File: config.mk
export PLATFORM = sky130hd
export DESIGN_NAME = lct_ctrl
export DESIGN_NICKNAME = d
export VERILOG_FILES = /design/src/rtl/lct_pkg.sv /design/src/rtl/lct_ctrl.sv
export SDC_FILE = /design/constraint.sdc
export NUM_CORES = 1
export LEC_CHECK = 0
export ABC_CLOCK_PERIOD_IN_PS = 1800
export BUFFER_PORTS_ARGS = -buffer_cell sky130_fd_sc_hd__buf_2
export CAP_MARGIN = 0
export CORE_UTILIZATION = 46
export CTS_BUF_LIST = sky130_fd_sc_hd__clkbuf_8
export DETAILED_ROUTE_END_ITERATION = 7
export PLACE_DENSITY_LB_ADDON = 0.05
export SLEW_MARGIN = 15
export SYNTH_ARGS = -nofsm -noshare
export SYNTH_HDL_FRONTEND = slang
export SYNTH_SLANG_ARGS = --single-unit
File: constraint.sdc
create_clock -name clk_i -period 1.8 [get_ports clk_i]
set_clock_uncertainty 0.2 [all_clocks]
set_input_delay 0 -clock clk_i [delete_from_list [all_inputs] [get_ports clk_i]]
set_output_delay 0 -clock clk_i [all_outputs]
set_load 0.05 [all_outputs]
File: src/rtl/lct_pkg.sv
// ----------------------------------------------------------------------------
// lct_pkg
// shared types and constants of the thermometer linearizer
// ----------------------------------------------------------------------------
package lct_pkg;

  localparam int unsigned TableDepth = 48;
  localparam int unsigned TableAw    = 6;

  // input command kinds
  localparam logic CMD_CONVERT = 1'b0;
  localparam logic CMD_LOAD    = 1'b1;

  // words inside one range of the table
  localparam logic [3:0] W_LOWER = 4'd10;
  localparam logic [3:0] W_UPPER = 4'd11;
  localparam logic [3:0] W_COUNT = 4'd12;

  // log10(2) in Q0.32
  localparam logic [30:0] LOG10_2_Q32 = 31'h4D104D42;

  typedef enum logic [4:0] {
    OP_NONE,
    OP_LOAD,
    OP_DIV_STEP,
    OP_RFIX,
    OP_NORM_STEP,
    OP_SQR_INIT,
    OP_SQR_STEP,
    OP_LMUL,
    OP_LADD,
    OP_SEL0,
    OP_SEL1,
    OP_LO,
    OP_HI,
    OP_CNT,
    OP_NUM,
    OP_ZN_INIT,
    OP_ZN_STEP,
    OP_ZN_FIN,
    OP_SER_INIT,
    OP_SER_MUL,
    OP_SER_ACC,
    OP_BELOW,
    OP_FINISH
  } dp_op_e;

  typedef struct packed {
    dp_op_e     op;
    logic [3:0] rd_word;
    logic       rd_term;
  } dp_cmd_t;

  typedef struct packed {
    logic below;
    logic r_top;
    logic zn_div;
    logic ser_last;
    logic out_free;
  } dp_stat_t;

endpackage

File: src/rtl/lct_ctrl.sv
// ----------------------------------------------------------------------------
// lct_ctrl
// sequencer that steps the datapath through one conversion
// ----------------------------------------------------------------------------
module lct_ctrl (
  input  logic              clk_i,
  input  logic              rst_ni,
  input  logic              in_valid_i,
  input  logic              in_convert_i,
  output logic              in_ready_o,
  input  lct_pkg::dp_stat_t stat_i,
  output lct_pkg::dp_cmd_t  cmd_o
);
  import lct_pkg::*;

  localparam logic [4:0] S_IDLE  = 5'd0;
  localparam logic [4:0] S_DIV   = 5'd1;
  localparam logic [4:0] S_RFIX  = 5'd2;
  localparam logic [4:0] S_TEST  = 5'd3;
  localparam logic [4:0] S_NORM  = 5'd4;
  localparam logic [4:0] S_SQR   = 5'd5;
  localparam logic [4:0] S_LMUL  = 5'd6;
  localparam logic [4:0] S_LADD  = 5'd7;
  localparam logic [4:0] S_RD0   = 5'd8;
  localparam logic [4:0] S_SEL0  = 5'd9;
  localparam logic [4:0] S_RD1   = 5'd10;
  localparam logic [4:0] S_SEL1  = 5'd11;
  localparam logic [4:0] S_RDL   = 5'd12;
  localparam logic [4:0] S_LO    = 5'd13;
  localparam logic [4:0] S_HI    = 5'd14;
  localparam logic [4:0] S_CNT   = 5'd15;
  localparam logic [4:0] S_NUM   = 5'd16;
  localparam logic [4:0] S_ZCHK  = 5'd17;
  localparam logic [4:0] S_ZDIV  = 5'd18;
  localparam logic [4:0] S_ZFIN  = 5'd19;
  localparam logic [4:0] S_SINIT = 5'd20;
  localparam logic [4:0] S_SRD   = 5'd21;
  localparam logic [4:0] S_SMUL  = 5'd22;
  localparam logic [4:0] S_SACC  = 5'd23;
  localparam logic [4:0] S_FIN   = 5'd24;

  logic [4:0] state_q, state_d;
  logic [5:0] cnt_q, cnt_d;

  assign in_ready_o = (state_q == S_IDLE);

  always_comb begin
    state_d = state_q;
    cnt_d = cnt_q + 6'd1;
    cmd_o = '{op: OP_NONE, rd_word: W_LOWER, rd_term: 1'b0};
    unique case (state_q)
      S_IDLE: begin
        if (in_valid_i && in_convert_i) begin
          cmd_o.op = OP_LOAD;
          state_d = S_DIV;
          cnt_d = '0;
        end
      end
      S_DIV: begin
        cmd_o.op = OP_DIV_STEP;
        if (cnt_q == 6'd47) begin
          state_d = S_RFIX;
        end
      end
      S_RFIX: begin
        cmd_o.op = OP_RFIX;
        state_d = S_TEST;
      end
      S_TEST: begin
        if (!stat_i.below) begin
          state_d = S_NORM;
        end else if (stat_i.out_free) begin
          cmd_o.op = OP_BELOW;
          state_d = S_IDLE;
        end
      end
      S_NORM: begin
        if (stat_i.r_top) begin
          cmd_o.op = OP_SQR_INIT;
          state_d = S_SQR;
          cnt_d = '0;
        end else begin
          cmd_o.op = OP_NORM_STEP;
        end
      end
      S_SQR: begin
        cmd_o.op = OP_SQR_STEP;
        if (cnt_q == 6'd27) begin
          state_d = S_LMUL;
        end
      end
      S_LMUL: begin
        cmd_o.op = OP_LMUL;
        state_d = S_LADD;
      end
      S_LADD: begin
        cmd_o.op = OP_LADD;
        state_d = S_RD0;
      end
      S_RD0: state_d = S_SEL0;
      S_SEL0: begin
        cmd_o.op = OP_SEL0;
        state_d = S_RD1;
      end
      S_RD1: state_d = S_SEL1;
      S_SEL1: begin
        cmd_o.op = OP_SEL1;
        state_d = S_RDL;
      end
      S_RDL: state_d = S_LO;
      S_LO: begin
        cmd_o.op = OP_LO;
        cmd_o.rd_word = W_UPPER;
        state_d = S_HI;
      end
      S_HI: begin
        cmd_o.op = OP_HI;
        cmd_o.rd_word = W_COUNT;
        state_d = S_CNT;
      end
      S_CNT: begin
        cmd_o.op = OP_CNT;
        state_d = S_NUM;
      end
      S_NUM: begin
        cmd_o.op = OP_NUM;
        state_d = S_ZCHK;
      end
      S_ZCHK: begin
        cmd_o.op = OP_ZN_INIT;
        cnt_d = '0;
        state_d = stat_i.zn_div ? S_ZDIV : S_SINIT;
      end
      S_ZDIV: begin
        cmd_o.op = OP_ZN_STEP;
        if (cnt_q == 6'd29) begin
          state_d = S_ZFIN;
        end
      end
      S_ZFIN: begin
        cmd_o.op = OP_ZN_FIN;
        state_d = S_SINIT;
      end
      S_SINIT: begin
        cmd_o.op = OP_SER_INIT;
        state_d = S_SRD;
      end
      S_SRD: begin
        cmd_o.rd_term = 1'b1;
        state_d = S_SMUL;
      end
      S_SMUL: begin
        cmd_o.op = OP_SER_MUL;
        state_d = S_SACC;
      end
      S_SACC: begin
        cmd_o.op = OP_SER_ACC;
        state_d = stat_i.ser_last ? S_FIN : S_SRD;
      end
      S_FIN: begin
        if (stat_i.out_free) begin
          cmd_o.op = OP_FINISH;
          state_d = S_IDLE;
        end
      end
      default: state_d = S_IDLE;
    endcase
  end

  always_ff @(posedge clk_i or negedge rst_ni) begin
    if (!rst_ni) begin
      state_q <= S_IDLE;
      cnt_q <= '0;
    end else begin
      state_q <= state_d;
      cnt_q <= cnt_d;
    end
  end

endmodule

==> metrics.yaml <==
run_status:
  status: "complete, but fails checks"
  violations: "negative setup slack"
sta:
  rsz0062_at_grt: "true"
  setup_violations: 2
  drv_slew: 0
  setup_ws_ns: -0.120
  layout_min_cycle_time_ns: 1.92
  fin_crit_sh: 1.07
  fmax_mhz: 521
  finalHoldViolCount: 0
  fin_setup_tns_ns: -0.213
synth:
  synthFlopType: "dfrtp_1"
  ys_types: 43
  synth_largest_area_cell: "dfrtp_1"
  synth_edf_count: 0
  synthesis.area_um2: 998
  synthCells: 129
  synth_top_area_share: 0.276
  avgSynthCellArea_um2: 7.74
  ys_top_cells_by_area: "dfrtp_1 (28%), nor2_1 (6.0%), nand2_1 (4.1%)"
  synth_nets: 140
  yosysWarningCount: 0
  ys_seq_area_frac: 0.276
  ys_seq_elements: 11
  synthArstFlopShare: 1.00
worst_setup_path:
  crit_buf_inv: 2
  slowest_delay_ns: 0.44
  criticalPathCategory: "reg2out"
  worstSetupPathDepth: 6
  start_kind: "register"
  cp_max_fo: 12
  arrival_ns: 1.72
  worstPathRequired_ns: 1.60
  reg2reg_depth: 5
  crit_top_cell: "buf_6"
  crit_path_end_kind: "output pin"
  path_cells: "buf_6 > nand2b_1 > a211oi_1 > a311oi_1 > o22ai_2 > buf_6"
  path_delay_family: "compound AO/OA/AOI/OAI gates"
  slowest_stage: "dfrtp_2"
route:
  wirelength_um: 3150
  viasPerCell: 6.10
  via_count: 1202
  ant_nets: 0
  drtIter0Drc: 52
  detail_route.first_pass.iterations: 4
  route.detailed.drc: 0
  wl_per_cell_um: 16.0
clock_tree:
  cts_buffer_depth: 2
  cts_tree: "yes"
  cts-root-buf: "clkbuf_8"
  clock_sinks: 11
  htreeDepth: 1
  clk_latency_ns: 0.24
  numCtsBuffers: 3
  clk_pin_slew_worst_paths_ns: 0.05
finish:
  seq_area_um2: 280
  fin_nets: 182
  layout_commonest_cell: "buf_4"
  layout_common_cells: "buf_4 (20), nor2_1 (15), buf_2 (11)"
  synthToLayoutAreaGrowth_pct: 54.0
  fill_cells: 140
  final_layout_size_suffix_gt1_frac: 0.418
  multi_input_area_um2: 758
  diodes: 0
flow_run:
  drv_cap: 0
global_route:
  grt_remaining_overflow: 0
  antenna_found_initial: 0
  grt_max_degree: 14
  grt_pass1_wl_um: 4680
  grt.total_usage: 0.257
  first_global_vias: 1099
floorplan:
  die_h_um: 48.6
  io_pins: 20
  row_count: 16
  die_w_um: 48.6
  core_mm2: 0.00200
  start_util: 0.499
  floorplan.die_area_mm2: 0.00236
placement:
  gp_congestion: 0.936
  port_buffers: 18
  place_hpwl_um: 2020
min_path:
  hold-path-cell-count: 5
  hold_path_class: "in2reg"
worst register-to-register path, cell delays in order, from the launching register on:
cell,delay [ns]
dfrtp_2,0.45
buf_4,0.15
buf_4,0.14
a311o_1,0.30
a211oi_4,0.34
nor2_1,0.08
metrics by stage:
| step | hold slack (ns) | setup WS, ns | cell area (µm²) | instances | utilization |
|---|---|---|---|---|---|
| after floorplan | -0.496 | -0.288 | 1050 | 129 | - |
| after global placement | -0.328 | 0.0513 | 1250 | 179 | 0.627 |
| after detailed placement | -0.320 | 0.00265 | 1250 | 179 | 0.627 |
| after CTS | 0.107 | -0.0421 | 1430 | 193 | 0.713 |
| after global routing | 0.128 | -0.165 | 1540 | 197 | 0.768 |
| final | 0.0993 | -0.120 | 1540 | 197 | 0.768 |
final timing paths:
kind	slack [ns]	to	start
setup / recovery	-0.12	cmd_o[6]	state_q[2]$_DFFE_PN0P_
hold / removal	0.1	state_q[0]$_DFFE_PN0P_	stat_i[3]
setup reg to reg	0	cnt_q[2]$_DFF_PN0_	state_q[0]$_DFFE_PN0P_
hold reg to reg	0.30	cnt_q[0]$_DFF_PN0_	cnt_q[0]$_DFF_PN0_
max in group asynchronous	0.48	state_q[4]$_DFFE_PN0P_	rst_ni
min in group asynchronous	0.57	cnt_q[5]$_DFF_PN0_	rst_ni
synthesized netlist by cell type, types with 3 or more instances:
master,n
nor2_1,16
dfrtp_1,11
nand2_1,11
a21oi_1,7
nand3_1,7
buf_2,6
inv_1,6
o21ai_0,5
o31ai_1,5
nand2b_1,4
nor2b_1,4
nor3_1,3
o21a_1,3
layer usage:
layer  part of all wire  vias up  track usage
li1                   -      544            -
met4              0.054        0        0.162
met5                  0        -            0
met1               0.38      559        0.313
met2               0.49       76        0.430
met3              0.073       23       0.0314
state kept, by name, summed over array words and instances, names as in the netlist:
| name | cells |
|---|---|
| cnt_q | 6 |
| state_q | 5 |
kinds of logic (layout without fill, tap and decap cells):
| family | after synthesis | in the layout | synth area share |
|---|---|---|---|
| simple gates | 55 | 55 | 0.296 |
| compound gates | 40 | 40 | 0.293 |
| buf+inv | 16 | 57 | 0.0714 |
| flops | 11 | 11 | 0.276 |
| xor+xnor | 4 | 4 | 0.0351 |
| fa+ha+maj | 2 | 2 | 0.0251 |
| other cells | 1 | 1 | 0.00376 |
layout make-up:
type                            count  area share
Tap cell                           27      0.0220
Sequential cell                    11       0.182
Clock inverter                      1     0.00244
Multi-Input combinational cell    102       0.493
Inverter                            6      0.0146
Clock buffer                        3      0.0269
Timing Repair Buffer               47       0.259
timing repair:
item	4_1_cts	5_1_grt
hold endpoints to repair	14	0
cloned	0	1
pin swaps	6	10
hold buffers	5	0
endpoints found under the setup margin	10	16
gates resized for setup	17	23
setup buffers	5	3
Power is left out: the tool's default activity adds up to more than one toggle a clock period on the data nets, which glitch-free logic cannot reach.
